File: src/ddo_pkg.sv
// Shared widths, codes, types and the sine table of the odometry block.
`timescale 1ns / 1ps

package ddo_pkg;

   // Field widths
   localparam int COUNT_BITS   = 24;
   localparam int SUM_BITS     = COUNT_BITS + 1;
   localparam int MPT_BITS     = 24;
   localparam int POS_BITS     = 32;
   localparam int HEADING_BITS = 7;
   localparam int CMD_BITS     = 2;

   localparam logic [MPT_BITS-1:0] MPT_RESET = MPT_BITS'(64281);

   // Heading circle: 1/128 turn per step, quarter turn is 32 steps
   localparam int HEADING_STEPS = 1 << HEADING_BITS;
   localparam int QUARTER_BITS  = HEADING_BITS - 2;
   localparam int QUARTER_STEPS = HEADING_STEPS / 4;
   localparam int TRIG_BITS     = 17;

   // Datapath widths
   localparam int PROD_BITS   = SUM_BITS + MPT_BITS;
   localparam int DIST_SHIFT  = 9;
   localparam int DIST_BITS   = PROD_BITS - DIST_SHIFT;
   localparam int SLICE_BITS  = DIST_BITS / 2;
   localparam int ACC_BITS    = DIST_BITS + TRIG_BITS + 1;
   localparam int ROUND_SHIFT = 16;
   localparam int STEP_BITS   = ACC_BITS - ROUND_SHIFT;
   localparam int WIDE_BITS   = STEP_BITS + 2;

   localparam logic [ACC_BITS-1:0] ROUND_HALF = ACC_BITS'(1) << (ROUND_SHIFT - 1);

   // Item kinds
   localparam logic ACTION_SAMPLE  = 1'b0;
   localparam logic ACTION_COMMAND = 1'b1;

   // Motion modes
   localparam logic [CMD_BITS-1:0] CMD_FORWARD = 2'd0;
   localparam logic [CMD_BITS-1:0] CMD_LEFT    = 2'd1;
   localparam logic [CMD_BITS-1:0] CMD_RIGHT   = 2'd2;
   localparam logic [CMD_BITS-1:0] CMD_STOP    = 2'd3;

   // Pending work
   localparam logic [1:0] PEND_NONE = 2'd0;
   localparam logic [1:0] PEND_MOVE = 2'd1;
   localparam logic [1:0] PEND_TURN = 2'd2;

   typedef struct packed {
      logic                 neg;
      logic [TRIG_BITS-1:0] mag;
   } trig_type;

   // sin(m * pi / 64) in Q16, m = 0..32, rounded half up
   function automatic logic [TRIG_BITS-1:0] quarter_sine(input logic [QUARTER_BITS:0] m);
      logic [TRIG_BITS-1:0] v;
      case (m)
         6'd0:    v = 17'd0;
         6'd1:    v = 17'd3216;
         6'd2:    v = 17'd6424;
         6'd3:    v = 17'd9616;
         6'd4:    v = 17'd12785;
         6'd5:    v = 17'd15924;
         6'd6:    v = 17'd19024;
         6'd7:    v = 17'd22078;
         6'd8:    v = 17'd25080;
         6'd9:    v = 17'd28020;
         6'd10:   v = 17'd30893;
         6'd11:   v = 17'd33692;
         6'd12:   v = 17'd36410;
         6'd13:   v = 17'd39040;
         6'd14:   v = 17'd41576;
         6'd15:   v = 17'd44011;
         6'd16:   v = 17'd46341;
         6'd17:   v = 17'd48559;
         6'd18:   v = 17'd50660;
         6'd19:   v = 17'd52639;
         6'd20:   v = 17'd54491;
         6'd21:   v = 17'd56212;
         6'd22:   v = 17'd57798;
         6'd23:   v = 17'd59244;
         6'd24:   v = 17'd60547;
         6'd25:   v = 17'd61705;
         6'd26:   v = 17'd62714;
         6'd27:   v = 17'd63572;
         6'd28:   v = 17'd64277;
         6'd29:   v = 17'd64827;
         6'd30:   v = 17'd65221;
         6'd31:   v = 17'd65457;
         6'd32:   v = 17'd65536;
         default: v = 17'd0;
      endcase
      return v;
   endfunction

   // Sine of a heading index as sign and magnitude (quadrant folding)
   function automatic trig_type trig_lookup(input logic [HEADING_BITS-1:0] idx);
      trig_type                t;
      logic [QUARTER_BITS:0]   r;
      logic [QUARTER_BITS:0]   m;
      r = {1'b0, idx[QUARTER_BITS-1:0]};
      m = idx[QUARTER_BITS] ? ((QUARTER_BITS+1)'(QUARTER_STEPS) - r) : r;
      t.neg = idx[HEADING_BITS-1];
      t.mag = quarter_sine(m);
      return t;
   endfunction

endpackage

File: src/ddo_channels.sv
// Valid/ready channel interfaces for sample/command items, pose results and the scale register.
`timescale 1ns / 1ps

interface ddo_req_if;
   import ddo_pkg::*;
   logic                  valid;
   logic                  ready;
   logic                  action;
   logic [COUNT_BITS-1:0] left_count;
   logic [COUNT_BITS-1:0] right_count;
   logic [CMD_BITS-1:0]   command;

   modport source (output valid, action, left_count, right_count, command, input ready);
   modport sink   (input valid, action, left_count, right_count, command, output ready);
endinterface

interface ddo_rsp_if;
   import ddo_pkg::*;
   logic                           valid;
   logic                           ready;
   logic signed [POS_BITS-1:0]     pos_x;
   logic signed [POS_BITS-1:0]     pos_y;
   logic        [HEADING_BITS-1:0] heading;
   logic                           updated;

   modport source (output valid, pos_x, pos_y, heading, updated, input ready);
   modport sink   (input valid, pos_x, pos_y, heading, updated, output ready);
endinterface

interface ddo_csr_if;
   import ddo_pkg::*;
   logic                valid;
   logic                ready;
   logic [MPT_BITS-1:0] metres_per_tick;

   modport source (output valid, metres_per_tick, input ready);
   modport sink   (input valid, metres_per_tick, output ready);
endinterface

File: src/diff_drive_odometry_unit.sv
// Two-wheel dead-reckoning pose tracker: mode sequencing, shared multiplier, pose registers.
`timescale 1ns / 1ps

// Each accepted item returns one pose item (x, y in 2^-16 m, heading in 1/128 turn). Commands,
// samples that only latch a move or turn or find nothing pending, and samples that apply a turn
// go from the accept straight to loading the result register. A sample that applies a pending
// move first uses the single 25x24 multiplier for one distance product, then for two partial
// products (low and high half of the distance) per axis; the high one is added onto the low one
// with rounding, then a saturating position add follows. The block takes one item at a
// time. The last cycle of an item repeats for as long as the previous pose item still waits
// on the result channel. The block is ready again as soon as the result register is loaded,
// even if that result has not been taken yet. The metres_per_tick register is always ready;
// write it only while the block is idle.
module diff_drive_odometry_unit (
   input  logic       clock,
   input  logic       reset,
   ddo_req_if.sink    req_bus,
   ddo_rsp_if.source  rsp_bus,
   ddo_csr_if.sink    csr_bus
);
   import ddo_pkg::*;

   // Sequencer states
   localparam logic [2:0] ST_IDLE = 3'd0;
   localparam logic [2:0] ST_DIST = 3'd1;
   localparam logic [2:0] ST_LO   = 3'd2;
   localparam logic [2:0] ST_HI   = 3'd3;
   localparam logic [2:0] ST_ADD  = 3'd4;
   localparam logic [2:0] ST_DONE = 3'd5;

   logic [2:0]                     state_ff, state_in;
   logic [MPT_BITS-1:0]            mpt_ff, mpt_in;
   logic [CMD_BITS-1:0]            mode_ff, mode_in;
   logic [1:0]                     pending_ff, pending_in;
   logic [SUM_BITS-1:0]            prev_sum_ff, prev_sum_in;
   logic [HEADING_BITS-1:0]        arc_ff, arc_in;
   logic [HEADING_BITS-1:0]        heading_ff, heading_in;
   logic signed [POS_BITS-1:0]     pos_x_ff, pos_x_in;
   logic signed [POS_BITS-1:0]     pos_y_ff, pos_y_in;
   logic                           axis_ff, axis_in;
   logic                           upd_ff, upd_in;
   logic                           rsp_valid_ff, rsp_valid_in;

   // Datapath payload registers
   logic [SUM_BITS-1:0]            mag_ff, mag_in;
   logic                           delta_neg_ff, delta_neg_in;
   logic [DIST_BITS-1:0]           dist_ff, dist_in;
   trig_type                       trig_ff, trig_in;
   logic [ACC_BITS-1:0]            acc_ff, acc_in;
   logic signed [POS_BITS-1:0]     rsp_x_ff, rsp_x_in;
   logic signed [POS_BITS-1:0]     rsp_y_ff, rsp_y_in;
   logic [HEADING_BITS-1:0]        rsp_heading_ff, rsp_heading_in;
   logic                           rsp_updated_ff, rsp_updated_in;

   // Sum delta and turn arc
   logic [SUM_BITS-1:0]            cur_sum;
   logic [SUM_BITS-1:0]            delta;
   logic [SUM_BITS:0]              delta_ext;
   logic [SUM_BITS:0]              arc_src;
   logic [SUM_BITS:0]              arc_trunc;
   logic [HEADING_BITS-1:0]        arc_bits;

   // Shared multiplier
   logic [SUM_BITS-1:0]            mul_a;
   logic [MPT_BITS-1:0]            mul_b;
   logic [PROD_BITS-1:0]           prod;
   logic [ACC_BITS-1:0]            prod_wide;

   // Position update
   logic [STEP_BITS-1:0]           step;
   logic                           step_neg;
   logic signed [POS_BITS-1:0]     pos_cur;
   logic [WIDE_BITS-1:0]           pos_wide;
   logic [WIDE_BITS-1:0]           step_wide;
   logic [WIDE_BITS-1:0]           pos_sum;
   logic signed [POS_BITS-1:0]     pos_sat;
   logic                           rsp_free;

   assign req_bus.ready   = (state_ff == ST_IDLE);
   assign csr_bus.ready   = 1'b1;
   assign rsp_bus.valid   = rsp_valid_ff;
   assign rsp_bus.pos_x   = rsp_x_ff;
   assign rsp_bus.pos_y   = rsp_y_ff;
   assign rsp_bus.heading = rsp_heading_ff;
   assign rsp_bus.updated = rsp_updated_ff;

   // Modular delta of wheel-count sums; arc is delta/2 (negated for a left turn) truncated toward zero
   always_comb begin
      cur_sum   = {1'b0, req_bus.left_count} + {1'b0, req_bus.right_count};
      delta     = cur_sum - prev_sum_ff;
      delta_ext = {delta[SUM_BITS-1], delta};
      arc_src   = (mode_ff == CMD_RIGHT) ? delta_ext : ((SUM_BITS+1)'(0) - delta_ext);
      arc_trunc = arc_src + {{SUM_BITS{1'b0}}, arc_src[SUM_BITS]};
      arc_bits  = arc_trunc[HEADING_BITS:1];
   end

   // One multiplier: distance product, then low and high partial products
   always_comb begin
      if (state_ff == ST_DIST) begin
         mul_a = mag_ff;
         mul_b = mpt_ff;
      end else if (state_ff == ST_HI) begin
         mul_a = SUM_BITS'(dist_ff[DIST_BITS-1:SLICE_BITS]);
         mul_b = MPT_BITS'(trig_ff.mag);
      end else begin
         mul_a = SUM_BITS'(dist_ff[SLICE_BITS-1:0]);
         mul_b = MPT_BITS'(trig_ff.mag);
      end
      prod      = {{MPT_BITS{1'b0}}, mul_a} * {{SUM_BITS{1'b0}}, mul_b};
      prod_wide = {{(ACC_BITS-PROD_BITS){1'b0}}, prod};
   end

   // Signed step onto the selected axis with saturation
   always_comb begin
      step      = acc_ff[ACC_BITS-1:ROUND_SHIFT];
      step_neg  = delta_neg_ff ^ trig_ff.neg;
      pos_cur   = axis_ff ? pos_y_ff : pos_x_ff;
      pos_wide  = {{(WIDE_BITS-POS_BITS){pos_cur[POS_BITS-1]}}, pos_cur};
      step_wide = {2'b00, step};
      pos_sum   = step_neg ? (pos_wide - step_wide) : (pos_wide + step_wide);
      if (pos_sum[WIDE_BITS-1:POS_BITS-1] == {(WIDE_BITS-POS_BITS+1){1'b0}} ||
          pos_sum[WIDE_BITS-1:POS_BITS-1] == {(WIDE_BITS-POS_BITS+1){1'b1}}) begin
         pos_sat = signed'(pos_sum[POS_BITS-1:0]);
      end else if (pos_sum[WIDE_BITS-1]) begin
         pos_sat = signed'({1'b1, {(POS_BITS-1){1'b0}}});
      end else begin
         pos_sat = signed'({1'b0, {(POS_BITS-1){1'b1}}});
      end
   end

   assign rsp_free = !rsp_valid_ff || rsp_bus.ready;

   // Sequencer and pose update
   always_comb begin
      state_in       = state_ff;
      mpt_in         = mpt_ff;
      mode_in        = mode_ff;
      pending_in     = pending_ff;
      prev_sum_in    = prev_sum_ff;
      arc_in         = arc_ff;
      heading_in     = heading_ff;
      pos_x_in       = pos_x_ff;
      pos_y_in       = pos_y_ff;
      axis_in        = axis_ff;
      upd_in         = upd_ff;
      rsp_valid_in   = rsp_valid_ff && !rsp_bus.ready;
      mag_in         = mag_ff;
      delta_neg_in   = delta_neg_ff;
      dist_in        = dist_ff;
      trig_in        = trig_ff;
      acc_in         = acc_ff;
      rsp_x_in       = rsp_x_ff;
      rsp_y_in       = rsp_y_ff;
      rsp_heading_in = rsp_heading_ff;
      rsp_updated_in = rsp_updated_ff;

      if (csr_bus.valid) begin
         mpt_in = csr_bus.metres_per_tick;
      end

      unique case (state_ff)
         ST_IDLE: begin
            if (req_bus.valid) begin
               upd_in   = 1'b0;
               state_in = ST_DONE;
               if (req_bus.action == ACTION_COMMAND) begin
                  mode_in = req_bus.command;
               end else begin
                  unique case (mode_ff) inside
                     CMD_RIGHT, CMD_LEFT: begin
                        arc_in     = arc_bits;
                        pending_in = PEND_TURN;
                     end
                     CMD_FORWARD: begin
                        pending_in = PEND_MOVE;
                     end
                     default: begin
                        // stop: apply what is pending
                        if (pending_ff == PEND_MOVE) begin
                           mag_in       = delta[SUM_BITS-1] ? (SUM_BITS'(0) - delta) : delta;
                           delta_neg_in = delta[SUM_BITS-1];
                           pending_in   = PEND_NONE;
                           prev_sum_in  = cur_sum;
                           upd_in       = 1'b1;
                           state_in     = ST_DIST;
                        end else if (pending_ff == PEND_TURN) begin
                           heading_in  = heading_ff + arc_ff;
                           pending_in  = PEND_NONE;
                           prev_sum_in = cur_sum;
                           upd_in      = 1'b1;
                        end
                     end
                  endcase
               end
            end
         end
         ST_DIST: begin
            dist_in  = prod[PROD_BITS-1:DIST_SHIFT];
            trig_in  = trig_lookup(heading_ff);
            axis_in  = 1'b0;
            state_in = ST_LO;
         end
         ST_LO: begin
            acc_in   = prod_wide;
            state_in = ST_HI;
         end
         ST_HI: begin
            acc_in   = acc_ff + (prod_wide << SLICE_BITS) + ROUND_HALF;
            state_in = ST_ADD;
         end
         ST_ADD: begin
            if (axis_ff) begin
               pos_y_in = pos_sat;
               state_in = ST_DONE;
            end else begin
               // x done with sine; y next with cosine (quarter turn ahead)
               pos_x_in = pos_sat;
               axis_in  = 1'b1;
               trig_in  = trig_lookup(heading_ff + HEADING_BITS'(QUARTER_STEPS));
               state_in = ST_LO;
            end
         end
         ST_DONE: begin
            if (rsp_free) begin
               rsp_valid_in   = 1'b1;
               rsp_x_in       = pos_x_ff;
               rsp_y_in       = pos_y_ff;
               rsp_heading_in = heading_ff;
               rsp_updated_in = upd_ff;
               state_in       = ST_IDLE;
            end
         end
         default: begin
            state_in = ST_IDLE;
         end
      endcase
   end

   // Control and pose registers
   always_ff @(posedge clock) begin
      if (reset) begin
         state_ff     <= ST_IDLE;
         mpt_ff       <= MPT_RESET;
         mode_ff      <= CMD_STOP;
         pending_ff   <= PEND_NONE;
         prev_sum_ff  <= '0;
         arc_ff       <= '0;
         heading_ff   <= '0;
         pos_x_ff     <= '0;
         pos_y_ff     <= '0;
         axis_ff      <= 1'b0;
         upd_ff       <= 1'b0;
         rsp_valid_ff <= 1'b0;
      end else begin
         state_ff     <= state_in;
         mpt_ff       <= mpt_in;
         mode_ff      <= mode_in;
         pending_ff   <= pending_in;
         prev_sum_ff  <= prev_sum_in;
         arc_ff       <= arc_in;
         heading_ff   <= heading_in;
         pos_x_ff     <= pos_x_in;
         pos_y_ff     <= pos_y_in;
         axis_ff      <= axis_in;
         upd_ff       <= upd_in;
         rsp_valid_ff <= rsp_valid_in;
      end
   end

   // Datapath and result payload
   always_ff @(posedge clock) begin
      mag_ff         <= mag_in;
      delta_neg_ff   <= delta_neg_in;
      dist_ff        <= dist_in;
      trig_ff        <= trig_in;
      acc_ff         <= acc_in;
      rsp_x_ff       <= rsp_x_in;
      rsp_y_ff       <= rsp_y_in;
      rsp_heading_ff <= rsp_heading_in;
      rsp_updated_ff <= rsp_updated_in;
   end

endmodule

File: src/flat_wrapper.sv
// flat-port wrapper written by rule: the top's interface ports become plain ports
module diff_drive_odometry_unit_flat import ddo_pkg::*;
  (clock, reset, req_bus_valid, req_bus_action, req_bus_left_count, req_bus_right_count, req_bus_command, req_bus_ready, rsp_bus_valid, rsp_bus_pos_x, rsp_bus_pos_y, rsp_bus_heading, rsp_bus_updated, rsp_bus_ready, csr_bus_valid, csr_bus_metres_per_tick, csr_bus_ready);
  ddo_req_if req_bus_i ();
  ddo_rsp_if rsp_bus_i ();
  ddo_csr_if csr_bus_i ();
  input  logic clock;
  input  logic reset;
  input wire logic [$bits(req_bus_i.valid)-1:0] req_bus_valid;
  input wire logic [$bits(req_bus_i.action)-1:0] req_bus_action;
  input wire logic [$bits(req_bus_i.left_count)-1:0] req_bus_left_count;
  input wire logic [$bits(req_bus_i.right_count)-1:0] req_bus_right_count;
  input wire logic [$bits(req_bus_i.command)-1:0] req_bus_command;
  output wire logic [$bits(req_bus_i.ready)-1:0] req_bus_ready;
  output wire logic [$bits(rsp_bus_i.valid)-1:0] rsp_bus_valid;
  output wire logic [$bits(rsp_bus_i.pos_x)-1:0] rsp_bus_pos_x;
  output wire logic [$bits(rsp_bus_i.pos_y)-1:0] rsp_bus_pos_y;
  output wire logic [$bits(rsp_bus_i.heading)-1:0] rsp_bus_heading;
  output wire logic [$bits(rsp_bus_i.updated)-1:0] rsp_bus_updated;
  input wire logic [$bits(rsp_bus_i.ready)-1:0] rsp_bus_ready;
  input wire logic [$bits(csr_bus_i.valid)-1:0] csr_bus_valid;
  input wire logic [$bits(csr_bus_i.metres_per_tick)-1:0] csr_bus_metres_per_tick;
  output wire logic [$bits(csr_bus_i.ready)-1:0] csr_bus_ready;
  assign req_bus_i.valid = req_bus_valid;
  assign req_bus_i.action = req_bus_action;
  assign req_bus_i.left_count = req_bus_left_count;
  assign req_bus_i.right_count = req_bus_right_count;
  assign req_bus_i.command = req_bus_command;
  assign req_bus_ready = req_bus_i.ready;
  assign rsp_bus_valid = rsp_bus_i.valid;
  assign rsp_bus_pos_x = rsp_bus_i.pos_x;
  assign rsp_bus_pos_y = rsp_bus_i.pos_y;
  assign rsp_bus_heading = rsp_bus_i.heading;
  assign rsp_bus_updated = rsp_bus_i.updated;
  assign rsp_bus_i.ready = rsp_bus_ready;
  assign csr_bus_i.valid = csr_bus_valid;
  assign csr_bus_i.metres_per_tick = csr_bus_metres_per_tick;
  assign csr_bus_ready = csr_bus_i.ready;
  diff_drive_odometry_unit u_core (.clock(clock), .reset(reset), .req_bus(req_bus_i), .rsp_bus(rsp_bus_i), .csr_bus(csr_bus_i));
endmodule
File: config.mk
export PLATFORM = sky130hd
export DESIGN_NAME = diff_drive_odometry_unit_flat
export DESIGN_NICKNAME = d
export VERILOG_FILES = /design/src/ddo_pkg.sv /design/src/ddo_channels.sv /design/src/diff_drive_odometry_unit.sv /design/src/flat_wrapper.sv
export SDC_FILE = /design/constraint.sdc
export NUM_CORES = 2
export LEC_CHECK = 0
export BUFFER_PORTS_ARGS = -buffer_cell sky130_fd_sc_hd__buf_2
export CAP_MARGIN = 10
export CORE_ASPECT_RATIO = 0.75
export CORE_MARGIN = 2
export CORE_UTILIZATION = 29
export CTS_BUF_LIST = sky130_fd_sc_hd__clkbuf_8
export CTS_CLUSTER_DIAMETER = 80
export DETAILED_ROUTE_END_ITERATION = 6
export MAX_ROUTING_LAYER = met4
export PLACE_DENSITY = 0.52
export SLEW_MARGIN = 10
export SYNTH_ARGS = -nofsm -noshare
export SYNTH_HDL_FRONTEND = slang
export SYNTH_SLANG_ARGS = --single-unit
File: constraint.sdc
create_clock -name clock -period 29.1 [get_ports clock]
set_input_delay 7.275 -clock clock [delete_from_list [all_inputs] [get_ports clock]]
set_output_delay 7.275 -clock clock [all_outputs]
set_load 0.01 [all_outputs]
Word level (Yosys, flattened, before mapping)
Memories as Yosys holds them, arrays and structs flattened.
Cells that the tools add are included.
Storage, ports and cells
  word-level logic and storage cells: 116
  register bits after elaboration: 351
  output and inout port bits: 75
  memory bits (read-only): 2176
  memories kept: 2
Cells by class
  $mul: 1
  eq/ne operators: 13
  add/subtract/negate cells: 13
  reductions and logical operators: 26
  bitwise logic cells: 5
  muxes and demuxes: 33
Memories
  (no name shown): depth 64, bits a word 17, read ports 1, clocked after Yosys merged registers in 0, write ports 0, line ddo_pkg.sv:57  | case (m)
  (no name shown): depth 64, bits a word 17, read ports 1, clocked after Yosys merged registers in 0, write ports 0, line ddo_pkg.sv:57
Operators by type and width (count)
  $pmux W58 S2: 1
  $mux W32: 3
  $mux W25: 3
  $add A58 B16 Y58 const B: 1
  $add A58 B58 Y58: 1
  $mul A25 B24 Y49: 1
  $mux W24: 2
  $add A32 B43 Y44: 1
  $mux W44: 1
  $sub A32 B43 Y44: 1
  $pmux W18 S2: 1
  $mux W26: 1
  $sub A1 B25 Y26 const A: 1
  $add A24 B24 Y25: 1
  $sub A1 B25 Y25 const A: 1
  $sub A25 B25 Y25: 1
  $mux W20: 1
  $mux W18: 1
  $mux W3: 6
  $pmux W3 S6: 1
  $eq A13 B13 Y1 const B: 1
  $logic_not A13 Y1: 1
  $mux W6: 2
  $reduce_and A2 Y1: 6
  other kinds (30): 51

Depth between registers and ports, before layout
  depth after elaboration: 7
  mapped depth: 46

Least setup slack after synthesis
No wires, ideal clock.
  path kind: input port to flip-flop
  start: input port req_bus_right_count[0]
  end: register u_core.arc_ff[5]
  data required time: 28.972 ns
  path buffers: 2
  cell stages on the path: 29
  path slack: 16.363 ns
  arrival time: 12.609 ns
  path through: ha_1 fa_1 a21oi_1 o21ba_2 a31oi_1 and3_1 o211ai_1 nand2_1 a21o_1 a211oi_1 nor3_1 ha_1 clkbuf_1 or2_2 a2111oi_0 a21oi_1 a221oi_1 xnor2_1 xnor2_1 clkbuf_1 mux2i_1 nor2_1 ha_1 nand3_1 nor3b_1 nand2_1 nor3b_1 a21oi_1 nor2_1
Between the ends
  longest elaborated chain between the ends: 5
Ends and longest elaborated chain
  start, declared: line flat_wrapper.sv:12  | input wire logic [$bits(req_bus_i.right_count)-1:0] req_bus_right_count;
  $add A24 B24 Y25 *: line diff_drive_odometry_unit.sv:89  | cur_sum = {1'b0, req_bus.left_count} + {1'b0, req_bus.right_count};
  named net u_core.cur_sum[18]: line diff_drive_odometry_unit.sv:56  | logic [SUM_BITS-1:0] cur_sum;
  $sub A25 B25 Y25 *: line diff_drive_odometry_unit.sv:90  | delta = cur_sum - prev_sum_ff;
  $sub A1 B25 Y26: line diff_drive_odometry_unit.sv:92  | arc_src = (mode_ff == CMD_RIGHT) ? delta_ext : ((SUM_BITS+1)'(0) - delta_ext);
  $mux W26 *: line diff_drive_odometry_unit.sv:92
  $add A8 B1 Y8 *: line diff_drive_odometry_unit.sv:93  | arc_trunc = arc_src + {{SUM_BITS{1'b0}}, arc_src[SUM_BITS]};
  end signal, assigned: line diff_drive_odometry_unit.sv:260  | arc_ff <= arc_in;
  end, declared: line diff_drive_odometry_unit.sv:36  | logic [HEADING_BITS-1:0] arc_ff, arc_in;
The timed path passes the listed nets; every way through them passes the cells marked *.
A chain may end at the register's enable or synchronous reset.

Worst setup path in the final report
  start: input port req_bus_right_count[1]
  end: register u_core.arc_ff[5]
Same word-level chain as after synthesis.

==> summary.txt <==
Via-to-Cell Ratio - 5.07
fraction of registers with async set or reset after synthesis - 0
data arrival time of the critical path - 14,010 ps
hold path startpoint - u_core.upd_ff
cell with the most instances after synthesis - sky130_fd_sc_hd__inv_1
transition time at the pin with the least slew margin - 1170 ps
dominant cell type by count on the critical path - sky130_fd_sc_hd__a21oi_1
Final Setup Violations - 0
Initial Util - 0.292
met3 GRT Util - 0.0235
R2R Path Start - u_core.state_ff[2]
count of endpoints failing hold in the final timing report - 0
library cell contributing the largest single delay on the critical path - sky130_fd_sc_hd__xnor2_2
post-route clock period utilization - 0.462
cells after synthesis - 4,882
# Max-Cap Violations - 0
reg-to-reg setup timing slack - 16,030 ps
number of antenna violations at the first check in global routing - 6
Synth Cell Area - 42,500 µm²
post-cts sizing count - 0
die span in x - 446 µm
DP HPWL - 106,000 µm
Fin Setup TNS - 0 ps
combinational family with the most area after synthesis - adder cells
# clock sinks - 336
sequential cell area fraction in the yosys report - 0.205
layer with the highest usage after global routing - met1
Yosys warning total - 0
leading cell types by total area after synthesis - sky130_fd_sc_hd__fa_1 (24%), sky130_fd_sc_hd__edfxtp_1 (14%), sky130_fd_sc_hd__ha_1 (9.8%), sky130_fd_sc_hd__dfxtp_1 (6.5%), sky130_fd_sc_hd__inv_1 (6.0%)
maximum single-stage delay on the critical path - 880 ps
library cell with the largest summed area after synthesis - sky130_fd_sc_hd__fa_1
number of input and output port buffers inserted - 153
endpoint of the worst hold-timing path - u_core.rsp_bus.updated
number of cells traversed by the worst register-to-register path - 40
fraction of the mapped netlist area in compound gates - 0.135
site row count - 121
Setup Skew - 77.1 ps
sum of overflow across all layers after global routing - 0
via count of the first global-routing pass - 34,500
TritonRoute pass-1 iters - 5
cell depth of the worst hold path - 0
Residual DRC - 0
number of antenna-violating nets in the routed design - 0
final number of max-transition violations - 0
Post-Synthesis Net Count - 5,803
startpoint type of the worst setup path - input port
die area - 150,000 µm²
met2 capacity usage during global routing - 0.268
layout cells sized above 1 - 0.0879
ys flop type - sky130_fd_sc_hd__edfxtp_1
per-cell routed wire length - 19.6 µm
Initial DRC Count - 2,757
Fmax - 74.3 MHz
global-route wire length before repair - 209,000 µm
unrepaired setup endpoints after global routing - no
Clock Root Buffer - sky130_fd_sc_hd__clkbuf_8
later-pin clock latency in the skew report - 750 ps
DRT Wirelength - 135,000 µm
Critical Path Fanout Max - 23
final weighted congestion in routability-driven placement - 0.929
portion of netlist area occupied by mux cells - 0.0264
met1 usage - 0.273
pin count of the biggest net entering global routing - 115
number of vias after detailed routing - 35,100
critical path capture point type - register
nets - 5,877
Mean Syn Cell Area - 8.70 µm²
count of state elements after synthesis - 336
count of distinct cell types in the synthesized netlist - 86
chip height - 335 µm
number of H-tree levels - 2
number of buffers inserted for hold repair after clock tree synthesis - 0
Critical path origin - req_bus_right_count[1]
total of fill cells in the finished design - 15,200
core area - 145,000 µm²
area share of the largest cell type after synthesis - 0.239
Max-slew headroom - 0.217
growth of design area from synthesis to finish - 10.4%
Post-Synth Simple-Gate Area - 0.163
number of flops mapped to enable cells by yosys - 199
Post-synth top cells - sky130_fd_sc_hd__inv_1 (683), sky130_fd_sc_hd__nor2_1 (545), sky130_fd_sc_hd__fa_1 (508)
result of the run - finished, final reports clean
buffer depth of the longest clock path - 3
Setup Fix Bufs, Post-CTS - 0
worst flop-to-flop path endpoint - u_core.acc_ff[56]
post-synthesis share of cell area spent on xor and xnor gates - 0.0502
clock tree from TritonCTS - done
Adder-Cell Fraction of Synth Area - 0.338
Top Ports - 155
number of buffers inserted during clock tree synthesis - 60
Clock transition at path regs - 60 ps
Required @ worst endpoint - 29,650 ps
gr usage total - 0.184
final worst path period need - 13,450 ps
worst hold-check path type - register to register
Worst Setup Path Type - input port to register
==> worst max path at each step <==
stage                        to  slack (ps)  cells past startpoint
6_report       u_core.arc_ff[5]       15650                     30
5_1_grt        u_core.arc_ff[5]       15060                     30
4_1_cts        u_core.arc_ff[5]       15710                     30
3_5_place_dp   u_core.arc_ff[5]       14960                     30
3_3_place_gp   u_core.arc_ff[5]       15030                     30
2_1_floorplan  u_core.arc_ff[5]       16360                     29
==> sequential cells by signal, indices dropped and copies added, names as in the netlist, 18 cells and up <==
name,count
u_core.pos_x_ff,32
u_core.trig_ff,18
u_core.rsp_bus.pos_y,32
u_core.prev_sum_ff,25
u_core.mag_ff,25
u_core.acc_ff,43
u_core.dist_ff,40
u_core.pos_y_ff,32
u_core.mpt_ff,24
u_core.rsp_bus.pos_x,32
==> critical path: cells and delay by family <==
kind	cells	cell delay, ps
compound gates	15	3020
simple gates	7	1280
xor+xnor	3	1220
fa+ha+maj	3	880
mux	1	190
buf+inv	1	120
==> through the flow <==
stage	worst slack, ps	hold WS [ps]	std cells	utilization	instance area [µm²]
floorplan	16360	408	4882	-	42500
global placement	15030	441	6800	0.314	45600
detailed placement	14960	425	6800	0.314	45600
CTS	15710	452	6914	0.323	46900
global route	15060	456	6917	0.323	46900
finish	15650	448	6917	0.323	46900
==> per-layer routing <==
metal / vias to the layer above / part of all wire
li1: 16400 / -
met1: 17500 / 0.49
met2: 992 / 0.43
met3: 140 / 0.060
met4: 0 / 0.020
met5: - / 0
==> kinds of logic after synthesis <==
| group | after synthesis |
|---|---|
| other | 1 |
| flip-flops | 336 |
| AND/OR/NAND/NOR | 1547 |
| multiplexers | 106 |
| AO/OA/AOI/OAI | 888 |
| buffers and inverters | 921 |
| adder cells (fa/ha/maj) | 841 |
| XOR/XNOR | 242 |
==> cells in the final DEF, fill, tap and decap left out, types with 18 or more instances in the layout <==
| cell type | count |
|---|---|
| sky130_fd_sc_hd__a211oi_1 | 66 |
| sky130_fd_sc_hd__and3_1 | 140 |
| sky130_fd_sc_hd__nor2b_1 | 18 |
| sky130_fd_sc_hd__o31ai_1 | 22 |
| sky130_fd_sc_hd__xnor2_1 | 148 |
| sky130_fd_sc_hd__fa_1 | 508 |
| sky130_fd_sc_hd__inv_1 | 698 |
| sky130_fd_sc_hd__nor3_1 | 51 |
| sky130_fd_sc_hd__nand4_1 | 19 |
| sky130_fd_sc_hd__o21bai_1 | 35 |
| sky130_fd_sc_hd__mux2i_1 | 57 |
| sky130_fd_sc_hd__or3_1 | 24 |
| sky130_fd_sc_hd__a311oi_1 | 35 |
| sky130_fd_sc_hd__o21ai_0 | 161 |
| sky130_fd_sc_hd__buf_2 | 153 |
| sky130_fd_sc_hd__o21a_1 | 33 |
| sky130_fd_sc_hd__xor2_1 | 88 |
| sky130_fd_sc_hd__dfxtp_1 | 136 |
| sky130_fd_sc_hd__a31oi_1 | 41 |
| sky130_fd_sc_hd__mux2_2 | 38 |
| sky130_fd_sc_hd__a21o_1 | 97 |
| sky130_fd_sc_hd__nand2b_1 | 27 |
| sky130_fd_sc_hd__nor2_1 | 543 |
| sky130_fd_sc_hd__buf_4 | 93 |
| sky130_fd_sc_hd__edfxtp_1 | 199 |
| sky130_fd_sc_hd__nand3_1 | 124 |
| sky130_fd_sc_hd__clkbuf_8 | 62 |
| sky130_fd_sc_hd__ha_1 | 333 |
| sky130_fd_sc_hd__a21oi_1 | 261 |
| sky130_fd_sc_hd__nand2_1 | 501 |
==> area by class of cell <==
class	instances	area, µm²	share of cell area
timing repair buffer	246	1460	0.0312
clock inverter	52	429	0.00915
clock buffer	62	853	0.0182
multi-input combinational	3625	30400	0.649
tap	1906	2380	0.0509
antenna	3	7.51	0.000160
inverter	687	2580	0.0551
sequential	336	8720	0.186
Power is not shown: default switching activity piles up to over one toggle a cycle in this logic, so the estimate is an artifact.
